[src/rtl/imudr_pkg.sv]
package imudr_pkg;

  localparam int QUAT_W  = 16;
  localparam int SAMP_W  = 16;
  localparam int DT_W    = 20;
  localparam int CPG_W   = 16;
  localparam int VEL_W   = 48;
  localparam int POS_W   = 64;
  localparam int VSUM_W  = VEL_W + 1;
  localparam int OPA_W   = 36;
  localparam int OPB_W   = 22;
  localparam int PROD_W  = OPA_W + OPB_W;
  localparam int ACC_W   = 72;
  localparam int VLO_W   = 24;

  localparam logic [CPG_W-1:0] CPG_RESET = 16'd16384;

  localparam int NUM_STEPS = 44;
  localparam int STEP_W    = 6;
  localparam logic [STEP_W-1:0] STEP_LAST = STEP_W'(NUM_STEPS - 1);
  // last issue drains through product, accumulator, post and commit
  localparam logic [STEP_W-1:0] CNT_DRAIN = STEP_W'(NUM_STEPS + 2);

  localparam logic [1:0] QI_W = 2'd0;
  localparam logic [1:0] QI_X = 2'd1;
  localparam logic [1:0] QI_Y = 2'd2;
  localparam logic [1:0] QI_Z = 2'd3;
  localparam logic [1:0] AX_X = 2'd0;
  localparam logic [1:0] AX_Y = 2'd1;
  localparam logic [1:0] AX_Z = 2'd2;

  typedef enum logic [2:0] {AK_Q, AK_G, AK_R, AK_AS, AK_VH, AK_VL} a_kind_e;
  typedef enum logic [1:0] {BK_Q, BK_L, BK_CPG, BK_DT} b_kind_e;
  typedef enum logic [1:0] {SH_0, SH_1, SH_24} shift_e;
  typedef enum logic [2:0] {PK_NONE, PK_GRAV, PK_LIN, PK_R, PK_ACC, PK_VEL, PK_POS} post_e;

  typedef enum logic [2:0] {
    ST_IDLE = 3'b001,
    ST_RUN  = 3'b010,
    ST_FIN  = 3'b100
  } state_e;

  typedef struct packed {
    a_kind_e    a_kind;
    logic [1:0] a_idx;
    b_kind_e    b_kind;
    logic [1:0] b_idx;
    logic       neg;
    logic       first;
    shift_e     shift;
    post_e      post;
    logic [1:0] post_idx;
  } step_t;

  typedef struct packed {
    logic              load_in;
    logic              issue;
    logic [STEP_W-1:0] step;
    logic              load_out;
  } dp_cmd_t;

  typedef struct packed {
    logic signed [QUAT_W-1:0] quat_w;
    logic signed [QUAT_W-1:0] quat_x;
    logic signed [QUAT_W-1:0] quat_y;
    logic signed [QUAT_W-1:0] quat_z;
    logic signed [SAMP_W-1:0] accel_x;
    logic signed [SAMP_W-1:0] accel_y;
    logic signed [SAMP_W-1:0] accel_z;
    logic        [DT_W-1:0]   dt_ticks;
  } in_item_t;

  typedef struct packed {
    logic signed [VEL_W-1:0] vel_x;
    logic signed [VEL_W-1:0] vel_y;
    logic signed [VEL_W-1:0] vel_z;
    logic signed [POS_W-1:0] pos_x;
    logic signed [POS_W-1:0] pos_y;
    logic signed [POS_W-1:0] pos_z;
  } out_item_t;

  function automatic step_t mk(a_kind_e ak, logic [1:0] ai, b_kind_e bk, logic [1:0] bi,
                               logic ng, logic fs, shift_e sh, post_e pk, logic [1:0] pi);
    step_t s;
    s.a_kind   = ak;
    s.a_idx    = ai;
    s.b_kind   = bk;
    s.b_idx    = bi;
    s.neg      = ng;
    s.first    = fs;
    s.shift    = sh;
    s.post     = pk;
    s.post_idx = pi;
    return s;
  endfunction

  // microprogram: one multiply-accumulate per step
  function automatic step_t step_at(logic [STEP_W-1:0] idx);
    step_t s;
    case (idx)
      // gravity direction, factor two of x and y folded into the shift
      6'd0:  s = mk(AK_Q, QI_X, BK_Q, QI_Z, 1'b0, 1'b1, SH_1, PK_NONE, AX_X);
      6'd1:  s = mk(AK_Q, QI_W, BK_Q, QI_Y, 1'b1, 1'b0, SH_1, PK_GRAV, AX_X);
      6'd2:  s = mk(AK_Q, QI_W, BK_Q, QI_X, 1'b0, 1'b1, SH_1, PK_NONE, AX_Y);
      6'd3:  s = mk(AK_Q, QI_Y, BK_Q, QI_Z, 1'b0, 1'b0, SH_1, PK_GRAV, AX_Y);
      6'd4:  s = mk(AK_Q, QI_W, BK_Q, QI_W, 1'b0, 1'b1, SH_0, PK_NONE, AX_Z);
      6'd5:  s = mk(AK_Q, QI_X, BK_Q, QI_X, 1'b1, 1'b0, SH_0, PK_NONE, AX_Z);
      6'd6:  s = mk(AK_Q, QI_Y, BK_Q, QI_Y, 1'b1, 1'b0, SH_0, PK_NONE, AX_Z);
      6'd7:  s = mk(AK_Q, QI_Z, BK_Q, QI_Z, 1'b0, 1'b0, SH_0, PK_GRAV, AX_Z);
      // gravity counts and linear acceleration
      6'd8:  s = mk(AK_G, AX_X, BK_CPG, AX_X, 1'b0, 1'b1, SH_0, PK_LIN, AX_X);
      6'd9:  s = mk(AK_G, AX_Y, BK_CPG, AX_X, 1'b0, 1'b1, SH_0, PK_LIN, AX_Y);
      6'd10: s = mk(AK_G, AX_Z, BK_CPG, AX_X, 1'b0, 1'b1, SH_0, PK_LIN, AX_Z);
      // r = q * (0, l)
      6'd11: s = mk(AK_Q, QI_X, BK_L, AX_X, 1'b1, 1'b1, SH_0, PK_NONE, QI_W);
      6'd12: s = mk(AK_Q, QI_Y, BK_L, AX_Y, 1'b1, 1'b0, SH_0, PK_NONE, QI_W);
      6'd13: s = mk(AK_Q, QI_Z, BK_L, AX_Z, 1'b1, 1'b0, SH_0, PK_R,    QI_W);
      6'd14: s = mk(AK_Q, QI_W, BK_L, AX_X, 1'b0, 1'b1, SH_0, PK_NONE, QI_X);
      6'd15: s = mk(AK_Q, QI_Y, BK_L, AX_Z, 1'b0, 1'b0, SH_0, PK_NONE, QI_X);
      6'd16: s = mk(AK_Q, QI_Z, BK_L, AX_Y, 1'b1, 1'b0, SH_0, PK_R,    QI_X);
      6'd17: s = mk(AK_Q, QI_W, BK_L, AX_Y, 1'b0, 1'b1, SH_0, PK_NONE, QI_Y);
      6'd18: s = mk(AK_Q, QI_X, BK_L, AX_Z, 1'b1, 1'b0, SH_0, PK_NONE, QI_Y);
      6'd19: s = mk(AK_Q, QI_Z, BK_L, AX_X, 1'b0, 1'b0, SH_0, PK_R,    QI_Y);
      6'd20: s = mk(AK_Q, QI_W, BK_L, AX_Z, 1'b0, 1'b1, SH_0, PK_NONE, QI_Z);
      6'd21: s = mk(AK_Q, QI_X, BK_L, AX_Y, 1'b0, 1'b0, SH_0, PK_NONE, QI_Z);
      6'd22: s = mk(AK_Q, QI_Y, BK_L, AX_X, 1'b1, 1'b0, SH_0, PK_R,    QI_Z);
      // s = r * conj(q)
      6'd23: s = mk(AK_R, QI_W, BK_Q, QI_X, 1'b1, 1'b1, SH_0, PK_NONE, AX_X);
      6'd24: s = mk(AK_R, QI_X, BK_Q, QI_W, 1'b0, 1'b0, SH_0, PK_NONE, AX_X);
      6'd25: s = mk(AK_R, QI_Y, BK_Q, QI_Z, 1'b1, 1'b0, SH_0, PK_NONE, AX_X);
      6'd26: s = mk(AK_R, QI_Z, BK_Q, QI_Y, 1'b0, 1'b0, SH_0, PK_ACC,  AX_X);
      6'd27: s = mk(AK_R, QI_W, BK_Q, QI_Y, 1'b1, 1'b1, SH_0, PK_NONE, AX_Y);
      6'd28: s = mk(AK_R, QI_X, BK_Q, QI_Z, 1'b0, 1'b0, SH_0, PK_NONE, AX_Y);
      6'd29: s = mk(AK_R, QI_Y, BK_Q, QI_W, 1'b0, 1'b0, SH_0, PK_NONE, AX_Y);
      6'd30: s = mk(AK_R, QI_Z, BK_Q, QI_X, 1'b1, 1'b0, SH_0, PK_ACC,  AX_Y);
      6'd31: s = mk(AK_R, QI_W, BK_Q, QI_Z, 1'b1, 1'b1, SH_0, PK_NONE, AX_Z);
      6'd32: s = mk(AK_R, QI_X, BK_Q, QI_Y, 1'b1, 1'b0, SH_0, PK_NONE, AX_Z);
      6'd33: s = mk(AK_R, QI_Y, BK_Q, QI_X, 1'b0, 1'b0, SH_0, PK_NONE, AX_Z);
      6'd34: s = mk(AK_R, QI_Z, BK_Q, QI_W, 1'b0, 1'b0, SH_0, PK_ACC,  AX_Z);
      // velocity increments
      6'd35: s = mk(AK_AS, AX_X, BK_DT, AX_X, 1'b0, 1'b1, SH_0, PK_VEL, AX_X);
      6'd36: s = mk(AK_AS, AX_Y, BK_DT, AX_X, 1'b0, 1'b1, SH_0, PK_VEL, AX_Y);
      6'd37: s = mk(AK_AS, AX_Z, BK_DT, AX_X, 1'b0, 1'b1, SH_0, PK_VEL, AX_Z);
      // position increments, velocity sum split into high and low parts
      6'd38: s = mk(AK_VH, AX_X, BK_DT, AX_X, 1'b0, 1'b1, SH_24, PK_NONE, AX_X);
      6'd39: s = mk(AK_VL, AX_X, BK_DT, AX_X, 1'b0, 1'b0, SH_0,  PK_POS,  AX_X);
      6'd40: s = mk(AK_VH, AX_Y, BK_DT, AX_X, 1'b0, 1'b1, SH_24, PK_NONE, AX_Y);
      6'd41: s = mk(AK_VL, AX_Y, BK_DT, AX_X, 1'b0, 1'b0, SH_0,  PK_POS,  AX_Y);
      6'd42: s = mk(AK_VH, AX_Z, BK_DT, AX_X, 1'b0, 1'b1, SH_24, PK_NONE, AX_Z);
      6'd43: s = mk(AK_VL, AX_Z, BK_DT, AX_X, 1'b0, 1'b0, SH_0,  PK_POS,  AX_Z);
      default: s = mk(AK_Q, QI_W, BK_Q, QI_W, 1'b0, 1'b1, SH_0, PK_NONE, AX_X);
    endcase
    return s;
  endfunction

endpackage

[src/rtl/imudr_ctrl.sv]
module imudr_ctrl (
  input  logic              clk_i,
  input  logic              rst_ni,
  input  logic              in_valid_i,
  output logic              in_ready_o,
  output logic              out_valid_o,
  input  logic              out_ready_i,
  output imudr_pkg::dp_cmd_t cmd_o
);
  import imudr_pkg::*;

  state_e            state_q, state_d;
  logic [STEP_W-1:0] cnt_q, cnt_d;
  logic              out_valid_q, out_valid_d;

  assign in_ready_o  = (state_q == ST_IDLE);
  assign out_valid_o = out_valid_q;

  always_comb begin
    state_d     = state_q;
    cnt_d       = cnt_q;
    out_valid_d = out_valid_q && !out_ready_i;
    cmd_o       = '0;
    case (state_q)
      ST_IDLE: begin
        if (in_valid_i) begin
          cmd_o.load_in = 1'b1;
          cnt_d         = '0;
          state_d       = ST_RUN;
        end
      end
      ST_RUN: begin
        cmd_o.issue = (cnt_q <= STEP_LAST);
        cmd_o.step  = cnt_q;
        cnt_d       = cnt_q + STEP_W'(1);
        if (cnt_q == CNT_DRAIN) begin
          state_d = ST_FIN;
        end
      end
      ST_FIN: begin
        // hold until the output register is free
        if (!out_valid_q || out_ready_i) begin
          cmd_o.load_out = 1'b1;
          out_valid_d    = 1'b1;
          state_d        = ST_IDLE;
        end
      end
      default: begin
        state_d = ST_IDLE;
      end
    endcase
  end

  always_ff @(posedge clk_i or negedge rst_ni) begin
    if (!rst_ni) begin
      state_q     <= ST_IDLE;
      cnt_q       <= '0;
      out_valid_q <= 1'b0;
    end else begin
      state_q     <= state_d;
      cnt_q       <= cnt_d;
      out_valid_q <= out_valid_d;
    end
  end

endmodule

[config.mk]
export PLATFORM = sky130hd
export DESIGN_NAME = imudr_ctrl
export DESIGN_NICKNAME = d
export VERILOG_FILES = /design/src/rtl/imudr_pkg.sv /design/src/rtl/imudr_ctrl.sv
export SDC_FILE = /design/constraint.sdc
export NUM_CORES = 1
export LEC_CHECK = 0
export BUFFER_PORTS_ARGS = -buffer_cell sky130_fd_sc_hd__buf_2
export CAP_MARGIN = 20
export CORE_UTILIZATION = 45
export DETAILED_ROUTE_END_ITERATION = 10
export MAX_ROUTING_LAYER = met4
export PLACE_DENSITY_LB_ADDON = 0.05
export SYNTH_ARGS = -nofsm -noshare
export SYNTH_HDL_FRONTEND = slang
export SYNTH_SLANG_ARGS = --single-unit
[constraint.sdc]
create_clock -name clk_i -period 1.35 [get_ports clk_i]
set_clock_uncertainty 0.1 [all_clocks]
set_input_delay 0.27 -clock clk_i [delete_from_list [all_inputs] [get_ports clk_i]]
set_output_delay 0.27 -clock clk_i [all_outputs]
set_load 0.01 [all_outputs]
==> results of run 1 <==
==> cell usage in the layout (no fill, tap or decap), types with 2 or more instances in the layout <==
| cell type | Yosys | routed |
|---|---|---|
| buf_4 | 0 | 17 |
| buf_6 | 1 | 13 |
| buf_2 | 0 | 10 |
| dfrtp_1 | 9 | 7 |
| and2_1 | 5 | 4 |
| nand2b_1 | 5 | 4 |
| a21oi_2 | 0 | 4 |
| nand2_1 | 4 | 4 |
| nor2_1 | 7 | 4 |
| clkbuf_4 | 0 | 3 |
| nor3b_4 | 0 | 2 |
| and2_4 | 1 | 2 |
| or2_4 | 0 | 2 |
| nor2b_1 | 2 | 2 |
| nor2_2 | 0 | 2 |
| xor2_1 | 2 | 2 |
| nand3b_1 | 2 | 2 |
| nand4b_1 | 2 | 2 |
| xnor2_1 | 2 | 2 |
| ha_2 | 0 | 2 |
| dfrtp_2 | 0 | 2 |
==> cell type report <==
class	instances	area [um2]
Multi-Input combinational cell	52	430.4
Timing Repair Buffer	42	354.1
Sequential cell	10	254.0
Fill cell	45	97.59
Clock buffer	4	26.28
Tap cell	14	17.52
Inverter	1	6.256
==> per-layer routing <==
metal	part of all wire	vias up
li1	-	313
met2	0.49	40
met1	0.41	310
met4	0.030	0
met5	0	-
met3	0.064	10
==> kinds of logic (layout without fill, tap and decap cells) <==
family | count (synthesis) | in the layout
compound gates | 9 | 9
xor+xnor | 4 | 4
fa+ha+maj | 3 | 3
buf+inv | 2 | 47
flops | 10 | 10
simple gates | 36 | 36
==> registers in the layout (all words and copies together) (netlist names) <==
| signal | flops |
|---|---|
| cnt_q | 6 |
| out_valid_o | 1 |
| state_q | 3 |
==> synth_stat cells, drive strengths merged <==
| library cell | n | area [um2] |
|---|---|---|
| nor2 | 7 | 26.28 |
| or2 | 2 | 12.51 |
| nand2 | 4 | 15.01 |
| and2 | 6 | 40.04 |
| nor3b | 2 | 25.02 |
| nand2b | 5 | 31.28 |
| xor2 | 2 | 17.52 |
| nor2b | 2 | 12.51 |
| nor3 | 1 | 5.000 |
| or3 | 1 | 6.260 |
| dfrtp | 9 | 225.2 |
| buf | 1 | 11.26 |
| ha | 3 | 37.54 |
| nand3b | 2 | 15.01 |
| a211oi | 1 | 7.510 |
| o22ai | 1 | 6.260 |
| nand4 | 1 | 6.260 |
| nand4b | 2 | 17.52 |
| a21oi | 5 | 25.02 |
| o21ai | 2 | 13.76 |
| xnor2 | 2 | 17.52 |
| or3b | 1 | 8.760 |
| inv | 1 | 3.750 |
| dfstp | 1 | 26.28 |
==> tightest hold or removal path: stages <==
cell and delay [ps]:
buf_2 70, nor2b_1 60, nand2b_1 140
==> report_power, final <==
group / internal, mW / switching (mW) / total, mW
clock network: 0.115 / 0.115 / 0.230
registers: 0.365 / 0.0736 / 0.438
logic: 0.601 / 0.404 / 1.00
==> repair_timing <==
action / in CTS / in global routing
buffers inserted: 11 / 6
endpoints found under the setup margin: 18 / 19
pin swaps: 11 / 9
endpoints found under the hold margin: 9 / 0
gates resized for setup: 20 / 15
hold buffers: 1 / 0
==> worst max-delay path by stage <==
stage,start,end,slack [ps],cells after the start
after floorplan,state_q[0],cnt_q[0],-110,5
after global placement,cnt_q[0],cmd_o[7],-180,6
after detailed placement,state_q[2],cmd_o[2],-190,3
after CTS,cnt_q[0],cmd_o[7],-450,6
after global routing,cnt_q[0],cmd_o[7],-620,6
final,cnt_q[0],cmd_o[7],-530,6
==> results.md, run 1 <==
* Total number of vias at 673
* Vias/cell at 5.472
* Post-DP HPWL at 1.010 mm
* Global Route met2 Usage at 0.5333
* Hold Path Depth at 3
* Initial antenna violation count at 0
* Synth Area in XOR/XNOR at 0.05714
* Wire length per cell at roughly 16 um
* Setup TNS at -5634 ps
* Max Clock Freq at approximately 530 MHz
* CP max FO at 3
* Final wirelength at 2.009 mm
* Fraction of layout instances using a drive strength above 1 at 0.6422
* Power, Total at 1.673 mW
* Hold Slack at 222.8 ps
* # DRC at 0
* Row Count at 12
* CP bufs+invs at 1
* Global-route wire length before repair at 3.008 mm
* Post-Place Cells at around 110
* GR Overflow Total at 0
* Reg2reg setup slack at -400 ps
* Die Width at ~39 um
* Finished Layout Cells at 123
* Setup-failing EPs final at 19
* Fin crit share at 1.390
* Vias in the first global route at between 600 and 700
* R2r startpoint: cnt_q[0]
* Slew HR at 0.7681
* Leak pwr at between 0.5 and 0.6 nW
* Net count of the mapped netlist at 71
* Pin count of the biggest net entering global routing at 11
* Mapped Area at just over 600 um2
* Synth Area in Compound Gates at 0.08571
* TritonCTS buffer count at 3
* Unrepaired setup endpoints after global routing: true
* Worst path max stage delay at 410 ps
* Setup WS pre-CTS at -190.2 ps
* Clock Latency Late Sink at 280 ps
* Worst hold path class: in -> reg
* DR iter-0 viols at 21
* Simple-Gate Fraction of Synth Area at 0.3612
* Cell Area, Placed at 825.8 um2
* Endpoints failing hold at 0
* Core area at about 1200 um2
* VDD IR max at about 1.1 mV
* Clk slew on worst S/H paths at 60 ps
* CTS tree: done
* Failing checks: negative setup slack
* Synth Register Bits at 10
* Synth Area in Adders at 0.06122
* Global Route met1 Usage at 0.3455
* Area grow syn2layout at 77.55%
* Hold_sp: out_ready_i
* Port Buffer Count at 14
* Clock Sinks at 10
* Pre-Repair DR Iteration Count at 4
* Chip height at 38.91 um
* Outcome: finished, violations left
* Sequential fraction of the synthesis area at 0.4102
* DIE AREA at about 1500 um2
* Met3 Track Usage GR at 0.06358
* Clock Tree Buf Depth at 2
* Kind of critical path: reg -> out
* Avg Cell Area, Syn at 9.580 um2
* Final slew viol count at 0
* Fin util at 0.9177
* Post-synthesis mux area share at 0
* WP data arrival at 1510 ps
* Crit. End Element: primary output
* CTS H-tree lvls at 1
* Detail Route Antenna Nets at 0
* Root Driver: clkbuf_4
* Global route hottest layer: met2
* Final instance area at about 1100 um2
* Largest family of logic cells by synthesized area: simple AND/OR/NAND/NOR gates
* Max-cap violations at 0
* Reg-to-Reg End: state_q[2]
* Worst Hold End: out_valid_o
* # IOs at 15
* Pwr dens at ~1500 nW/um2
* Reg2Reg Depth at 10
* Worst-margin pin slew at roughly 350 ps
* Final Wtd Congestion at 0.7187
* Worst Path Required at 980 ps
* Total GRT Usage at 0.3197
* Inserted Diodes at 0
* Startpoint types: register
* Critical path's top delay family: flip-flops
* Fin nets at 117
* CP max-delay cell: dfrtp_1
* Synth warn at 0
* Final worst slack at -526.2 ps
* Min cycle time layout at 1876 ps
* Mapped Cells at 64
* Worst path cell trace: ha_2, nor2b_1, o21ai_1, nand2b_1, a21oi_2, buf_2
* Initial Util at 0.5169
* Synth unique cells at 26
(Power assumes the default switching activity.)
==> inputs of run 2 (changes only) <==
CORE_AREA = 2 2 39 41   (was default)
CORE_UTILIZATION = default   (was 45)
CTS_BUF_LIST = sky130_fd_sc_hd__clkbuf_4   (was default)
CTS_CLUSTER_SIZE = 12   (was default)
DIE_AREA = 0 0 41 43   (was default)
clock period = 2.1 ns   (was 1.35 ns; I/O delays follow)
==> run 2 against run 1 <==
Against the previous run:
- first-iteration DRC count fell by 62%
- critical path depth stayed put
- largest cell class unchanged
- worst setup slack improved by 630 ps
- global-route usage fell by 14 points
- non-clock buffer count is 26 lower
- highest routed layer unchanged
- register-to-register slack better by 1000 ps
- the flow now finishes without violations
- critical path type unchanged
- count of clock-buffer cells in the layout did not move
- cell count down 20%
- core utilization decreased by 37 points
- total power shrank 59%
- cell area fell by 31%
- sequential share of layout area is 10 points higher
==> results.md, run 2 (same netlist as run 1, synthesis figures left out) <==
* Final Wtd Congestion at 0.7852 (+9.3%)
* Worst hold path class: in -> reg
* Pwr dens at 904.4 nW/um2 (-41%)
* Final wirelength at 1.272 mm (-37%)
* Clk slew on worst S/H paths at 60 ps (about the same)
* Die Width at 41 um (+5.4%)
* Setup-failing EPs final at 0 (-19)
* Endpoints failing hold at 0 (unchanged)
* Kind of critical path: reg -> out
* Clock Latency Late Sink at 270 ps (about the same)
* CP max-delay cell: dfrtp_2
* Global-route wire length before repair at 2.070 mm (-31%)
* Initial antenna violation count at 0 (unchanged)
* Pre-Repair DR Iteration Count at 4 (unchanged)
* Top reg by flops: cnt_q
* Outcome: completed
* Initial Util at 0.4430 (-0.07384)
* DR iter-0 viols at 8 (-62%)
* Total GRT Usage at 0.1840 (-0.1357)
* Crit. End Element: primary output
* Final slew viol count at 0 (unchanged)
* Row Count at 14 (+2)
* Area grow syn2layout at 23.06%
* Vias/cell at 5.040 (-7.9%)
* CTS H-tree lvls at 1 (unchanged)
* Worst path max stage delay at 440 ps (+30 ps)
* Most frequent cells in the layout: buf_2, nor2_1, dfrtp_1
* Post-DP HPWL at 889.1 um (-12%)
* Setup TNS at 0 ps (+5634 ps)
* Fin util at 0.5452 (-0.3725)
* WP data arrival at 1480 ps (-30 ps)
* Wire length per cell at 12.85 um (-21%)
* Max reg flops at 6 (unchanged)
* Min cycle time layout at 2000 ps
* Worst Path Required at 1580 ps (+600 ps)
* GR Overflow Total at 0 (unchanged)
* TritonCTS buffer count at 3 (unchanged)
* Root Driver: clkbuf_4
* Clock Tree Buf Depth at 2 (unchanged)
* Port Buffer Count at 14 (unchanged)
* Inserted Diodes at 0 (unchanged)
* Finished Layout Cells at 99 (-20%)
* CTS tree: done
* Fin nets at 91 (-22%)
* CP max FO at 6 (+3)
* DIE AREA at 1763 um2 (+16%)
* # DRC at 0 (unchanged)
* Max Clock Freq at about 500 MHz
* Pin count of the biggest net entering global routing at 11 (unchanged)
* Chip height at 43 um (+11%)
* Clock Sinks at 10 (unchanged)
* Total number of vias at 499 (-26%)
* VDD IR max at 0.4494 mV (-60%)
* Commonest non-fill, non-tap cell in the layout: buf_2
* Startpoint types: register
* Post-Place Cells at 93 (-11%)
* Fraction of layout instances using a drive strength above 1 at 0.3735 (-0.2687)
* Detail Route Antenna Nets at 0 (unchanged)
* Max-cap violations at 0 (unchanged)
* Worst path cell trace: ha_2, nor2b_1, o21ai_1, nand2b_1, a21oi_1, buf_2
* Worst-margin pin slew at 328.5 ps (-18.99 ps)
* Unrepaired setup endpoints after global routing: false
* # IOs at 15 (unchanged)
* Vias in the first global route at 471 (-27%)
* Slew HR at 0.7808 (+0.01268)
* Core area at 1384 um2 (+17%)
* Leak pwr at 0.3585 nW (-30%)
* Fin crit share at 0.9522
[run 2: cell count changes in the layout (fill, tap and decap cells not counted), moves of 3 or more]
cell	change
a21oi_2	-4
buf_4	-16
a21oi_1	+4
buf_2	+4
nor2_1	+3
buf_6	-13
[run 2: repair_timing]
action                                  in CTS  in global routing
hold buffers                                 1                  0
resized for setup                            1                  6
hold endpoints to repair                     9                  0
endpoints found under the setup margin       1                  6
pin swaps                                    0                  1
setup buffers                                0                  1
[run 2: critical path: cells and delay by family (launching register included)]
family	cells	cell delay, ps
simple gates	2	210
fa+ha+maj	1	200
compound gates	2	230
flops	1	440
buf+inv	1	140
[run 2: per-stage QoR]
stage / instance area, um2 / setup slack, ps / hold WS [ps] / power (mW)
after floorplan: 613.1 / 409.9 / 24.41 / 0.4441
after global placement: 691.9 / 323.0 / 194.9 / 0.5002
after detailed placement: 691.9 / 276.8 / 195.9 / 0.5053
after CTS: 733.2 / 2.124 / 363.6 / 0.6595
after global routing: 754.5 / 13.97 / 384.7 / 0.7337
final: 754.5 / 100.3 / 361.9 / 0.6823
[run 2: layout make-up]
| type | instances | area (um2) |
|---|---|---|
| flip-flops and latches | 10 | 255.2 |
| fillers | 136 | 629.4 |
| repair buffers | 16 | 87.58 |
| multi-input cells | 52 | 357.8 |
| clock buffers | 4 | 30.03 |
| well taps | 16 | 20.02 |
| inverters | 1 | 3.754 |
[run 2: final timing paths]
kind | startpoint | endpoint | slack (ps) | cells past startpoint
min in group asynchronous | rst_ni | cnt_q[2] | 440 | 2
worst min-delay path | out_ready_i | out_valid_o | 360 | 3
worst max-delay path | cnt_q[0] | cmd_o[7] | 100 | 6
max in group asynchronous | rst_ni | state_q[0] | 1190 | 2
worst max register to register | state_q[0] | cnt_q[5] | 640 | 4
worst min register to register | state_q[2] | state_q[1] | 460 | 1
[run 2: report_power, final]
group          leakage, nW  switching [mW]  internal [mW]
registers            0.129          0.0623          0.236
clock network       0.0184          0.0646         0.0864
logic                0.211           0.118          0.115
[run 2: metal layers]
layer / routed length, um / part of all wire / vias to the layer above / GRT usage
met5: 0 / 0 / - / -
met1: 626 / 0.49 / 222 / 0.2525
met4: 25 / 0.020 / 0 / 0.08000
met3: 73 / 0.057 / 4 / 0.07853
met2: 546 / 0.43 / 17 / 0.2313
li1: - / - / 256 / -
